<file path="src/rtl/ddm_pkg.sv">
// ----------------------------------------------------------------------------
// ddm_pkg
// Shared types and constants for the differential drive mixer.
// ----------------------------------------------------------------------------
package ddm_pkg;

    localparam int DUTY_W  = 8;
    localparam int CORR_W  = 9;
    localparam int WHEEL_W = 11;
    localparam int LIM_W   = 7;

    // Command codes
    typedef logic [2:0] mode_t;
    localparam mode_t MODE_FWD   = 3'd0;
    localparam mode_t MODE_BWD   = 3'd1;
    localparam mode_t MODE_LEFT  = 3'd2;
    localparam mode_t MODE_RIGHT = 3'd3;
    localparam mode_t MODE_COAST = 3'd4;
    localparam mode_t MODE_BRAKE = 3'd5;
    localparam mode_t MODE_TICK  = 3'd6;

    // Configuration register indexes
    typedef logic cfg_idx_t;
    localparam cfg_idx_t CFG_BASE_SPEED  = 1'b0;
    localparam cfg_idx_t CFG_BRAKE_TICKS = 1'b1;

    localparam logic [DUTY_W-1:0] BASE_SPEED_RST  = 8'd255;
    localparam logic [DUTY_W-1:0] BRAKE_TICKS_RST = 8'd15;

    localparam logic signed [WHEEL_W-1:0] WHEEL_MAX = 11'sd255;

    // floor(x / 10) = (x * 205) >> 11 for x below 1029
    localparam logic [7:0] RECIP_TENTH = 8'd205;
    localparam int         RECIP_SHIFT = 11;

    // One H-bridge channel: two direction bits and a duty magnitude
    typedef struct packed {
        logic              dir_a;
        logic              dir_b;
        logic [DUTY_W-1:0] duty;
    } chan_t;

    localparam chan_t CHAN_COAST = '{dir_a: 1'b0, dir_b: 1'b0, duty: '0};

endpackage

</file>
<file path="src/rtl/ddm_wheel.sv">
// ----------------------------------------------------------------------------
// ddm_wheel
// Clamp one signed wheel command to the duty range and split it into
// direction bits and magnitude.
// ----------------------------------------------------------------------------
module ddm_wheel
    import ddm_pkg::*;
(
    input  logic signed [WHEEL_W-1:0] wheel,
    output chan_t                     chan
);

    logic signed [WHEEL_W-1:0] neg;

    assign neg = -wheel;

    always_comb
    begin
        chan = CHAN_COAST;
        if (wheel > 0)
        begin
            chan.dir_a = 1'b1;
            chan.duty  = (wheel > WHEEL_MAX) ? WHEEL_MAX[DUTY_W-1:0] : wheel[DUTY_W-1:0];
        end
        else if (wheel < 0)
        begin
            chan.dir_b = 1'b1;
            chan.duty  = (neg > WHEEL_MAX) ? WHEEL_MAX[DUTY_W-1:0] : neg[DUTY_W-1:0];
        end
    end

endmodule

</file>
<file path="src/rtl/ddm_mix.sv">
// ----------------------------------------------------------------------------
// ddm_mix
// Motion mixing: pick the speed, clamp the steering correction and form
// the two encoded wheel commands.
// ----------------------------------------------------------------------------
module ddm_mix
    import ddm_pkg::*;
(
    input  mode_t                    mode,
    input  logic signed [CORR_W-1:0] correction,
    input  logic [DUTY_W-1:0]        base_speed,
    output chan_t                    left_chan,
    output chan_t                    right_chan
);

    logic [DUTY_W-1:0]         k;
    logic [DUTY_W+1:0]         k3;
    logic [DUTY_W+9:0]         prod;
    logic [LIM_W-1:0]          lim;
    logic signed [CORR_W-1:0]  lim_s;
    logic signed [CORR_W-1:0]  c;
    logic signed [WHEEL_W-1:0] ks;
    logic signed [WHEEL_W-1:0] cs;
    logic signed [WHEEL_W-1:0] left_wheel;
    logic signed [WHEEL_W-1:0] right_wheel;

    // Turns run at a quarter of the base speed
    assign k = (mode == MODE_LEFT || mode == MODE_RIGHT) ? {2'b00, base_speed[DUTY_W-1:2]}
                                                         : base_speed;

    // lim = floor(3k / 10)
    assign k3    = {1'b0, k, 1'b0} + {2'b00, k};
    assign prod  = k3 * RECIP_TENTH;
    assign lim   = prod[RECIP_SHIFT+LIM_W-1:RECIP_SHIFT];
    assign lim_s = $signed({2'b00, lim});

    always_comb
    begin
        if (correction > lim_s)
            c = lim_s;
        else if (correction < -lim_s)
            c = -lim_s;
        else
            c = correction;
    end

    assign ks = $signed({3'b000, k});
    assign cs = {{(WHEEL_W-CORR_W){c[CORR_W-1]}}, c};

    always_comb
    begin
        case (mode)
            MODE_FWD:
            begin
                left_wheel  = ks + cs;
                right_wheel = ks - cs;
            end
            MODE_BWD:
            begin
                left_wheel  = -ks + cs;
                right_wheel = -ks - cs;
            end
            MODE_LEFT:
            begin
                left_wheel  = -ks - cs;
                right_wheel = ks + cs;
            end
            MODE_RIGHT:
            begin
                left_wheel  = ks + cs;
                right_wheel = -ks - cs;
            end
            default:
            begin
                left_wheel  = '0;
                right_wheel = '0;
            end
        endcase
    end

    ddm_wheel u_left
    (
        .wheel (left_wheel),
        .chan  (left_chan)
    );

    ddm_wheel u_right
    (
        .wheel (right_wheel),
        .chan  (right_chan)
    );

endmodule

</file>
<file path="src/rtl/differential_drive_mixer.sv">
// ----------------------------------------------------------------------------
// differential_drive_mixer
// Motion command mixer driving two H-bridge channels with soft brake timer.
// ----------------------------------------------------------------------------
//
//  channel   direction  handshake          payload
//  -------   ---------  -----------------  ------------------------------------
//  in        input      in_valid/in_stall  mode, correction
//  out       output     out_valid/out_stall left/right dir_a, dir_b, duty, braking
//  cfg       input      cfg_write          cfg_index, cfg_data
//
//  One command is taken per cycle while in_stall is low. A transfer lands
//  in the input register; when the result register is free it is mixed
//  and written to the drive word, which is also the result register, and
//  out_valid is set with it. The drive word and brake counter only advance
//  when the result register is free or being drained, so an out_stall
//  backs up into in_stall after the input register fills. Reset clears the
//  drive word (coast), the brake counter and the valid flags and loads the
//  register defaults.
//
module differential_drive_mixer
    import ddm_pkg::*;
(
    input  logic                     clk,
    input  logic                     rst_n,

    input  logic                     cfg_write,
    input  cfg_idx_t                 cfg_index,
    input  logic [DUTY_W-1:0]        cfg_data,

    input  logic                     in_valid,
    output logic                     in_stall,
    input  mode_t                    mode,
    input  logic signed [CORR_W-1:0] correction,

    output logic                     out_valid,
    input  logic                     out_stall,
    output logic                     left_dir_a,
    output logic                     left_dir_b,
    output logic [DUTY_W-1:0]        left_duty,
    output logic                     right_dir_a,
    output logic                     right_dir_b,
    output logic [DUTY_W-1:0]        right_duty,
    output logic                     braking
);

    // Configuration registers
    logic [DUTY_W-1:0] base_speed_reg,  base_speed_next;
    logic [DUTY_W-1:0] brake_ticks_reg, brake_ticks_next;

    // Input register
    logic                     s1_valid_reg, s1_valid_next;
    mode_t                    s1_mode_reg,  s1_mode_next;
    logic signed [CORR_W-1:0] s1_corr_reg,  s1_corr_next;

    // Drive state, doubling as the result register
    chan_t             left_reg,  left_next;
    chan_t             right_reg, right_next;
    logic [DUTY_W-1:0] brake_rem_reg, brake_rem_next;
    logic              out_valid_reg, out_valid_next;

    logic              out_free;
    logic              s1_move;
    logic              in_take;
    logic [DUTY_W-1:0] brake_dec;
    chan_t             mix_left;
    chan_t             mix_right;
    chan_t             brake_chan;

    // Result register can take a new item when empty or draining this cycle
    assign out_free = !out_valid_reg || !out_stall;
    assign s1_move  = s1_valid_reg && out_free;
    assign in_stall = s1_valid_reg && !out_free;
    assign in_take  = in_valid && !in_stall;

    ddm_mix u_mix
    (
        .mode       (s1_mode_reg),
        .correction (s1_corr_reg),
        .base_speed (base_speed_reg),
        .left_chan  (mix_left),
        .right_chan (mix_right)
    );

    assign brake_chan = '{dir_a: 1'b1, dir_b: 1'b1,
                          duty: {1'b0, base_speed_reg[DUTY_W-1:1]}};
    assign brake_dec  = brake_rem_reg - 8'd1;

    // Configuration writes
    always_comb
    begin
        base_speed_next  = base_speed_reg;
        brake_ticks_next = brake_ticks_reg;
        if (cfg_write)
        begin
            case (cfg_index)
                CFG_BASE_SPEED:  base_speed_next  = cfg_data;
                CFG_BRAKE_TICKS: brake_ticks_next = cfg_data;
                default:         base_speed_next  = base_speed_reg;
            endcase
        end
    end

    // Input register: load on transfer, drop once handed on
    always_comb
    begin
        s1_valid_next = s1_valid_reg;
        s1_mode_next  = s1_mode_reg;
        s1_corr_next  = s1_corr_reg;
        if (in_take)
        begin
            s1_valid_next = 1'b1;
            s1_mode_next  = mode;
            s1_corr_next  = correction;
        end
        else if (s1_move)
        begin
            s1_valid_next = 1'b0;
        end
    end

    // Drive state update: one command applied per advance
    always_comb
    begin
        left_next      = left_reg;
        right_next     = right_reg;
        brake_rem_next = brake_rem_reg;
        out_valid_next = out_valid_reg && out_stall;
        if (s1_move)
        begin
            out_valid_next = 1'b1;
            case (s1_mode_reg)
                MODE_FWD, MODE_BWD, MODE_LEFT, MODE_RIGHT:
                begin
                    left_next      = mix_left;
                    right_next     = mix_right;
                    brake_rem_next = '0;
                end
                MODE_COAST:
                begin
                    left_next      = CHAN_COAST;
                    right_next     = CHAN_COAST;
                    brake_rem_next = '0;
                end
                MODE_BRAKE:
                begin
                    // Restart the interval; zero ticks coasts at once
                    brake_rem_next = brake_ticks_reg;
                    if (brake_ticks_reg != '0)
                    begin
                        left_next  = brake_chan;
                        right_next = brake_chan;
                    end
                    else
                    begin
                        left_next  = CHAN_COAST;
                        right_next = CHAN_COAST;
                    end
                end
                MODE_TICK:
                begin
                    if (brake_rem_reg != '0)
                    begin
                        brake_rem_next = brake_dec;
                        if (brake_dec == '0)
                        begin
                            left_next  = CHAN_COAST;
                            right_next = CHAN_COAST;
                        end
                    end
                end
                default:
                begin
                    // Unused code: hold the drive word
                    brake_rem_next = brake_rem_reg;
                end
            endcase
        end
    end

    always_ff @(posedge clk or negedge rst_n)
    begin
        if (!rst_n)
        begin
            base_speed_reg  <= BASE_SPEED_RST;
            brake_ticks_reg <= BRAKE_TICKS_RST;
            s1_valid_reg    <= 1'b0;
            left_reg        <= CHAN_COAST;
            right_reg       <= CHAN_COAST;
            brake_rem_reg   <= '0;
            out_valid_reg   <= 1'b0;
        end
        else
        begin
            base_speed_reg  <= base_speed_next;
            brake_ticks_reg <= brake_ticks_next;
            s1_valid_reg    <= s1_valid_next;
            left_reg        <= left_next;
            right_reg       <= right_next;
            brake_rem_reg   <= brake_rem_next;
            out_valid_reg   <= out_valid_next;
        end
    end

    // Payload of the input register needs no reset
    always_ff @(posedge clk)
    begin
        s1_mode_reg <= s1_mode_next;
        s1_corr_reg <= s1_corr_next;
    end

    assign out_valid   = out_valid_reg;
    assign left_dir_a  = left_reg.dir_a;
    assign left_dir_b  = left_reg.dir_b;
    assign left_duty   = left_reg.duty;
    assign right_dir_a = right_reg.dir_a;
    assign right_dir_b = right_reg.dir_b;
    assign right_duty  = right_reg.duty;
    assign braking     = (brake_rem_reg != '0);

    // While the brake runs both bridges short at the same duty
    a_brake_pattern : assert property (@(posedge clk) disable iff (!rst_n)
        braking |-> (left_dir_a && left_dir_b && right_dir_a && right_dir_b
                     && left_duty == right_duty))
        else $error("brake interval without matching brake drive");

    // A shorted left bridge outside the brake interval, or an unshorted one inside it, is a bad drive word
    a_short_only_braking : assert property (@(posedge clk) disable iff (!rst_n)
        (left_dir_a && left_dir_b) == braking)
        else $error("left bridge short does not match braking flag");

    // An accepted transfer is held in the input register next cycle
    a_take_lands : assert property (@(posedge clk) disable iff (!rst_n)
        (in_valid && !in_stall) |=> s1_valid_reg)
        else $error("accepted command lost before the input register");

endmodule
</file>
<file path="config.mk">
export PLATFORM = sky130hd
export DESIGN_NAME = differential_drive_mixer
export DESIGN_NICKNAME = d
export VERILOG_FILES = /design/src/rtl/ddm_pkg.sv /design/src/rtl/ddm_wheel.sv /design/src/rtl/ddm_mix.sv /design/src/rtl/differential_drive_mixer.sv
export SDC_FILE = /design/constraint.sdc
export NUM_CORES = 1
export LEC_CHECK = 0
export ABC_AREA = 1
export BUFFER_PORTS_ARGS = -buffer_cell sky130_fd_sc_hd__buf_2
export CAP_MARGIN = 20
export CORE_ASPECT_RATIO = 2
export CORE_MARGIN = 1.5
export CORE_UTILIZATION = 40
export CTS_BUF_LIST = sky130_fd_sc_hd__clkbuf_2
export DETAILED_ROUTE_END_ITERATION = 10
export PLACE_DENSITY = 0.62
export SLEW_MARGIN = 40
export SYNTH_ARGS = -nofsm -noshare
export SYNTH_HDL_FRONTEND = slang
export SYNTH_HIERARCHICAL = 1
export SYNTH_SLANG_ARGS = --single-unit
</file>
<file path="constraint.sdc">
create_clock -name clk -period 21.7 [get_ports clk]
set_input_delay 2.17 -clock clk [delete_from_list [all_inputs] [get_ports clk]]
set_output_delay 2.17 -clock clk [all_outputs]
set_load 0.02 [all_outputs]
</file>
* Word-level counts from Yosys, hierarchy flattened
Cells that the tools add are included.
Widths: inputs -> output; s select.
** Operators by class
- Add/subtract/negate cells :: 10
- $lt $le $gt $ge :: 10
- Reductions and logical operators :: 25
- Multipliers :: 1
- Bitwise operators :: 1
- Shift-type cells :: 0
- Eq/ne operators :: 8
- Divide/modulo/power cells :: 0
- Muxes and demuxes :: 27
** Operators by type and width (count)
- $pmux 10 s4 :: 2
- $pmux 11 s3 :: 2
- $mux 8 :: 8
- $gt 11x9->1 const B :: 4
- $mux 9 :: 4
- $mux 10 :: 3
- $pmux 8 s3 :: 1
- $gt 11x1->1 const B :: 2
- $lt 11x1->1 const B :: 2
- $neg 11->11 :: 2
- $mul 10x8->18 const B :: 1
- $reduce_bool 8->1 :: 2
- $add 11x9->11 :: 1
- $neg 8->11 :: 1
- $sub 11x9->11 :: 1
- $add 9x8->10 :: 1
- $add 9x9->10 :: 1
- $sub 9x9->10 :: 1
- $eq 3x3->1 const B :: 3
- $gt 9x8->1 :: 1
- $lt 9x9->1 :: 1
- $neg 7->9 :: 1
- $logic_not 8->1 :: 1
- $sub 8x1->8 const B :: 1
- 18 further kinds :: 35
** Word-level totals
- Memory bits (read-only) :: 0
- RAM bits :: 0
- Latch bits :: 0
- Register bits :: 58
- Bits of input ports :: 26
- Memories :: 0
- Output and inout port bits :: 23

* Depth between registers and ports, before layout
Gate-level depths: netlist of the first run.
- Depth after elaboration :: 17
- Gate-level depth with buffers :: 79

* Modules after synthesis
The synthesis of the first run kept the hierarchy.
** By module, submodules not included
- ddm_mix :: area each 4491.8 µm², cells an instance 689, instances 1
- differential_drive_mixer :: area each 2782.7 µm², cells an instance 325, instances 1
- ddm_wheel :: area each 584.3 µm², cells an instance 107, instances 2

* Worst setup path before layout of the first run
OpenSTA, ideal clock, no wires.
- Kind :: flip-flop to flip-flop
- Start point :: register s1_mode_reg[0]
- End point :: register right_reg (netlist bit right_duty[2])
- Clock period less this slack :: 10.936 ns
- Required time :: 21.635 ns
- Stages on the path, launching flop included :: 73
- Arrival time :: 10.871 ns
- Path slack :: 10.764 ns
- Cell sequence :: edfxtp_1 -> inv_1 -> nand3_4 -> nand2_4 -> buf_2 -> nand2_1 -> o21ai_1 -> ha_1 -> o21ai_1 -> nand2_1 -> nand2_1 -> nor2_1 -> a211o_1 -> a21oi_1 -> o21bai_1 -> xor2_1 -> inv_1 -> ha_1 -> [... 37 more ...] -> o21ai_0 -> a21oi_1 -> o21ai_0 -> o21ai_1 -> inv_1 -> nand2_1 -> nor2_2 -> nand2_1 -> nor3_2 -> xor2_2 -> nand2_4 -> nand2_1 -> nand2_1 -> nand2_1 -> inv_1 -> o21ai_0 -> nand3_1 -> nand2_1
** RTL lines
- start, declared :: line differential_drive_mixer.sv:53 : mode_t s1_mode_reg, s1_mode_next;
- start signal, assigned :: line differential_drive_mixer.sv:208 : s1_mode_reg <= s1_mode_next;
- end signal, assigned :: line differential_drive_mixer.sv:199 : right_reg <= right_next;
- end, declared :: line differential_drive_mixer.sv:58 : chan_t right_reg, right_next;

==> flow_summary_export.csv, run 1 <==
group,metric,value,unit
outcome,outcome,"completed",
clock_tree,cts_tree,"done",
routing,wl_met3,566,um
logic_synthesis,synth_edf_count,12,
final_layout,nNetsFinal,1432,
critical_path,cp.depth,71,
critical_path,reg2reg_depth,71,
logic_synthesis,syn_nets,1389,
critical_path,critical_path.slowest_cell,"edfxtp_1",
timing,slew_headroom,0.450,
timing,setup_viol,0,
logic_synthesis,synthCells,1228,
clock_tree,h-tree-depth,3,
logic_synthesis,synth_ff_type,"dfrtp_1",
logic_synthesis,ys_ff_latch,58,
logic_synthesis,synthAdderAreaFrac,0.217,
routing,drtIter0Drc,316,
timing,slew_viol_final,0,
logic_synthesis,yosys.area_share.simple,0.304,
final_layout,syn_to_final_growth,7.20,%
final_layout,largest_reg_flops,9,
die,dieArea,22000,sq um
logic_synthesis,synth_compound_area_frac,0.136,
timing,finalHoldViolCount,0,
critical_path,crit_required,22170,ps
job,maxCapViolations,0,
clock_tree,post_cts_buffers,0,
routing,dr.max_layer_used,"met4",
clock_tree,cts.path.max_buffers,2,
final_layout,fin_util,0.434,
die,initial_utilization,0.405,
placed_design,hpwlAfterDp,20500,um
placed_design,placed_cells,1529,
final_layout,final-instance-count-excl-fill,1546,
hold_path,hold_path_depth,2,
critical_path,worst-path-buf-inv,15,
global_routing,track_usage,0.219,
global_routing,overflow,0,
critical_path,cp_max_fo,15,
logic_synthesis,synth_common_cells,"nand2_1, inv_1, ha_1, nor2_1, nand3_1",
clock_tree,clock_latency,550,ps
die,fp-row-count,75,
placed_design,io_buffers,48,
clock_tree,cts_sinks,58,
critical_path,worstPathArrival,13270,ps
global_routing,grt_pass1_wl,37600,um
logic_synthesis,seq_area_frac_synth,0.181,
final_layout,fill_cells,2294,
logic_synthesis,yosys-top-cells-area,"ha_1, nand2_1, dfrtp_1",
routing,drt-total-wl,23500,um
routing,first_pass_iters,7,
timing,fin_skew,29.0,ps
routing,dr_wl_met2,13600,um
clock_tree,clk_root_buffer_cell,"clkbuf_2",
timing,rsz0062_at_grt,"false",
die,fp.dieH,208,um
clock_tree,clk_pin_slew,180,ps
die,io_pins,49,
die,die_w,106,um
routing,drt-wirelength-per-cell,15.2,um
logic_synthesis,synth.most_common_cell,"nand2_1",
logic_synthesis,ys_types,56,
timing,tns,0,ps
logic_synthesis,yosysWarnings,6,
timing,fin_crit,12800,ps
critical_path,end_kind,"flop",
clock_tree,cts.repair.resized,0,
logic_synthesis,synth_largest_area_cell,"ha_1",
critical_path,setup.worst_path.class,"reg -> reg",
routing,routed-via-count,7882,
critical_path,cpLargestDelayFamily,"adder cells",
logic_synthesis,async_reset_ff_frac,0.793,
timing,finalCritPeriodShare,0.590,
routing,antenna_left,0,
global_routing,antenna_found_initial,1,
logic_synthesis,synth_top_family_by_area,"simple AND/OR/NAND/NOR gates",
logic_synthesis,synth_mux_area_frac,0,
routing,viasPerCell,5.10,
final_layout,drive_gt1_frac,0.125,
logic_synthesis,synth-xor-area-share,0.0440,
global_routing,grt_pass1_vias,7777,
critical_path,slowest_delay,560,ps
die,core_area,20800,sq um
logic_synthesis,netlist_area,8440,sq um
critical_path,critPathLaunchType,"flop",
routing,wl_met1,7330,um
hold_path,hold_class,"reg -> reg",
timing,hold_ws,482,ps
logic_synthesis,synth_top_area_share,0.172,
logic_synthesis,syn_area_per_cell,6.88,sq um
global_routing,grt_start_max_net_pins,47,
timing,worst_pin_slew,825,ps
critical_path,crit_path_frequent_cell,"inv_1",
timing,max_freq,78.1,MHz
placed_design,gp_congestion,1.01,
clock_tree,postCtsHoldBufs,0,
clock_tree,cts_inserted_buffers,9,
routing,route.detailed.drc,0,
## logic make-up after synthesis
| kind of cell | count (synthesis) |
|---|---|
| AND/OR/NAND/NOR | 565 |
| adder cells (fa/ha/maj) | 135 |
| XOR/XNOR | 39 |
| buffers and inverters | 238 |
| flip-flops | 58 |
| AO/OA/AOI/OAI | 193 |
## layer usage
layer,vias up,global-route usage
met1,3581,0.181
met5,-,0
met3,85,0.0244
met4,0,0.170
li1,4038,-
met2,178,0.446
## tightest hold or removal path, cell delays in order, from the launching register on
cell     delay [ps]
dfrtp_1         380
inv_1            50
nand2_1          60
## cells in the final DEF, fill, tap and decap left out, drive strengths merged, types with 2 or more instances in the layout
cell,netlist,layout
nand3b,4,4
o41ai,2,2
o21ai,88,88
inv,218,218
dfrtp,34,34
dfstp,12,12
xor2,30,30
a22oi,6,6
o21bai,10,10
a21o,3,3
nor4,3,3
o211ai,6,6
clkbuf,11,10
xnor2,9,9
nand2,326,326
clkinv,0,4
or2,3,3
nand3,95,95
edfxtp,12,12
a21oi,54,54
nand4,10,10
o221ai,6,6
o31ai,5,5
buf,6,50
ha,116,116
o22ai,8,8
fa,19,19
bufinv,2,4
nor3,6,6
nor2,115,115
## per-stage QoR
stage	setup WS, ps	instance area (sq um)
2_1_floorplan	10760	8440
3_3_place_gp	9280	8890
3_5_place_dp	9040	8910
4_1_cts	8960	9050
5_1_grt	7550	9050
6_report	8900	9050
## layout make-up
class / count / area, sq um / area share
clock buffer: 10 / 50.0 / 0.00553
clock inverter: 6 / 91.3 / 0.0101
sequential: 58 / 1530 / 0.169
antenna: 1 / 2.50 / 0.000276
timing repair buffer: 50 / 258 / 0.0285
inverter: 220 / 856 / 0.0946
tap: 269 / 337 / 0.0372
multi-input combinational: 932 / 5930 / 0.655
## path summary, 6_finish.rpt
check / start / end / slack [ps]
worst max-delay path: s1_mode_reg[0] / right_duty[2] / 8900
worst min-delay path: s1_valid_reg / out_valid / 480
worst max register to register: s1_mode_reg[0] / right_duty[2] / 8900
worst min register to register: s1_valid_reg / out_valid / 480
max in group asynchronous: rst_n / right_duty[2] / 19690
min in group asynchronous: rst_n / brake_rem_reg[3] / 1570
Power of run 1 is not shown: default switching activity piles up to over one toggle a cycle in this logic, so the estimate is an artifact.
==> run 2, diff against run 1 <==
clock period = 13.4 ns   (was 21.7 ns; I/O delays follow)
==> flow_summary_export.csv, run 2 (synthesis results as in run 1) <==
group,metric,value,unit
critical_path,critPathLaunchType,"flop",
routing,drt-total-wl,23600,um
job,maxCapViolations,0,
final_layout,nNetsFinal,1434,
placed_design,io_buffers,48,
clock_tree,clock_latency,550,ps
global_routing,antenna_found_initial,1,
global_routing,grt_pass1_wl,38100,um
routing,drtIter0Drc,335,
clock_tree,postCtsHoldBufs,0,
die,fp.dieH,208,um
clock_tree,clk_root_buffer_cell,"clkbuf_2",
routing,first_pass_iters,6,
die,io_pins,49,
final_layout,layout_common_cells,"nand2_1, inv_1, ha_1, nor2_1, nand3_1",
timing,tns,0,ps
timing,max_freq,81.1,MHz
clock_tree,cts.path.max_buffers,2,
critical_path,cp.depth,60,
clock_tree,clk_pin_slew,200,ps
routing,route.detailed.drc,0,
global_routing,overflow,0,
die,dieArea,22000,sq um
final_layout,drive_gt1_frac,0.131,
placed_design,gp_congestion,1.01,
critical_path,crit_required,13880,ps
hold_path,min_from,"right_duty[4]",
placed_design,hpwlAfterDp,20600,um
timing,fin_crit,12340,ps
routing,antenna_left,0,
routing,viasPerCell,5.10,
global_routing,track_usage,0.222,
critical_path,critical_path.slowest_cell,"o21ai_1",
final_layout,final_common_cell,"nand2_1",
clock_tree,cts_tree,"done",
critical_path,cpLargestDelayFamily,"compound AO/OA/AOI/OAI gates",
critical_path,cp_max_fo,15,
critical_path,r2r_start,"s1_mode_reg[1]",
final_layout,syn_to_final_growth,7.94,%
timing,slew_viol_final,0,
timing,setup_viol,0,
critical_path,startpoint,"s1_mode_reg[1]",
critical_path,worst-path-buf-inv,11,
die,die_w,106,um
timing,slew_headroom,0.431,
hold_path,hold_path_depth,2,
hold_path,hold_class,"reg -> reg",
critical_path,reg2reg_depth,60,
global_routing,grt_pass1_vias,7975,
routing,routed-via-count,7890,
clock_tree,h-tree-depth,3,
routing,drt-wirelength-per-cell,15.3,um
timing,fin_skew,41.1,ps
timing,finalHoldViolCount,0,
die,initial_utilization,0.405,
critical_path,worstPathArrival,12820,ps
critical_path,crit_path_frequent_cell,"inv_1",
clock_tree,cts_sinks,58,
timing,finalCritPeriodShare,0.921,
die,fp-row-count,75,
global_routing,grt_start_max_net_pins,47,
critical_path,end_kind,"flop",
timing,worst_pin_slew,853,ps
timing,rsz0062_at_grt,"false",
critical_path,slowest_delay,590,ps
critical_path,setup.worst_path.class,"reg -> reg",
clock_tree,cts_inserted_buffers,9,
final_layout,largest_reg_flops,9,
outcome,outcome,"completed",
die,core_area,20800,sq um
run 2: changes by cell type in the layout (fill, tap and decap cells not counted), moves of 2 or more:
cell / previous run / this run
o21ai_2: 2 / 4
buf_4: 3 / 5
o21ai_1: 16 / 14
clkinvlp_4: 0 / 2
run 2: final cells by class:
cell class,instances,area [sq um]
flip-flops and latches,58,1530
clock inverters,7,101
repair buffers,52,273
multi-input cells,932,5970
well taps,269,337
diodes,1,2.50
clock buffers,9,45.0
fillers,2283,11700
inverters,220,856
run 2: worst register-to-register path: cells and delay by family, from the launching register on:
kind                     cells  cell delay (ps)
XOR/XNOR                     3              750
buffers and inverters       11              930
AO/OA/AOI/OAI               18             3910
flip-flops                   1              580
AND/OR/NAND/NOR             18             2500
adder cells (fa/ha/maj)     10             3590
run 2: final timing paths:
kind,end,slack [ps]
max,right_duty[5],1060
min,right_duty[4],490
min reg2reg,right_duty[4],490
max in group asynchronous,left_duty[6],12210
min in group asynchronous,brake_rem_reg[2],740
max reg2reg,right_duty[5],1060
run 2: stage by stage:
stage | area (sq um) | std cells | utilization | hold slack [ps] | setup WS, ps
3_3_place_gp | 8890 | 1529 | 0.427 | 449 | 992
6_report | 9110 | 1548 | 0.437 | 487 | 1060
4_1_cts | 9050 | 1545 | 0.435 | 489 | 533
2_1_floorplan | 8440 | 1228 | - | 448 | 2460
3_5_place_dp | 8910 | 1529 | 0.428 | 453 | 647
5_1_grt | 9110 | 1548 | 0.437 | 503 | 53.7
run 2: metal layers:
metal	up-vias	GRT usage	wire (um)
li1	4043	-	-
met1	3599	0.184	7440
met2	152	0.442	13400
met3	96	0.0201	456
met4	0	0.200	2350
met5	-	0	0
run 2: timing repair:
item | CTS | global route
setup buffers | 0 | 2
setup endpoints to repair | 0 | 18
gates resized for setup | 0 | 8
Power of run 2 is left out for the same reason.
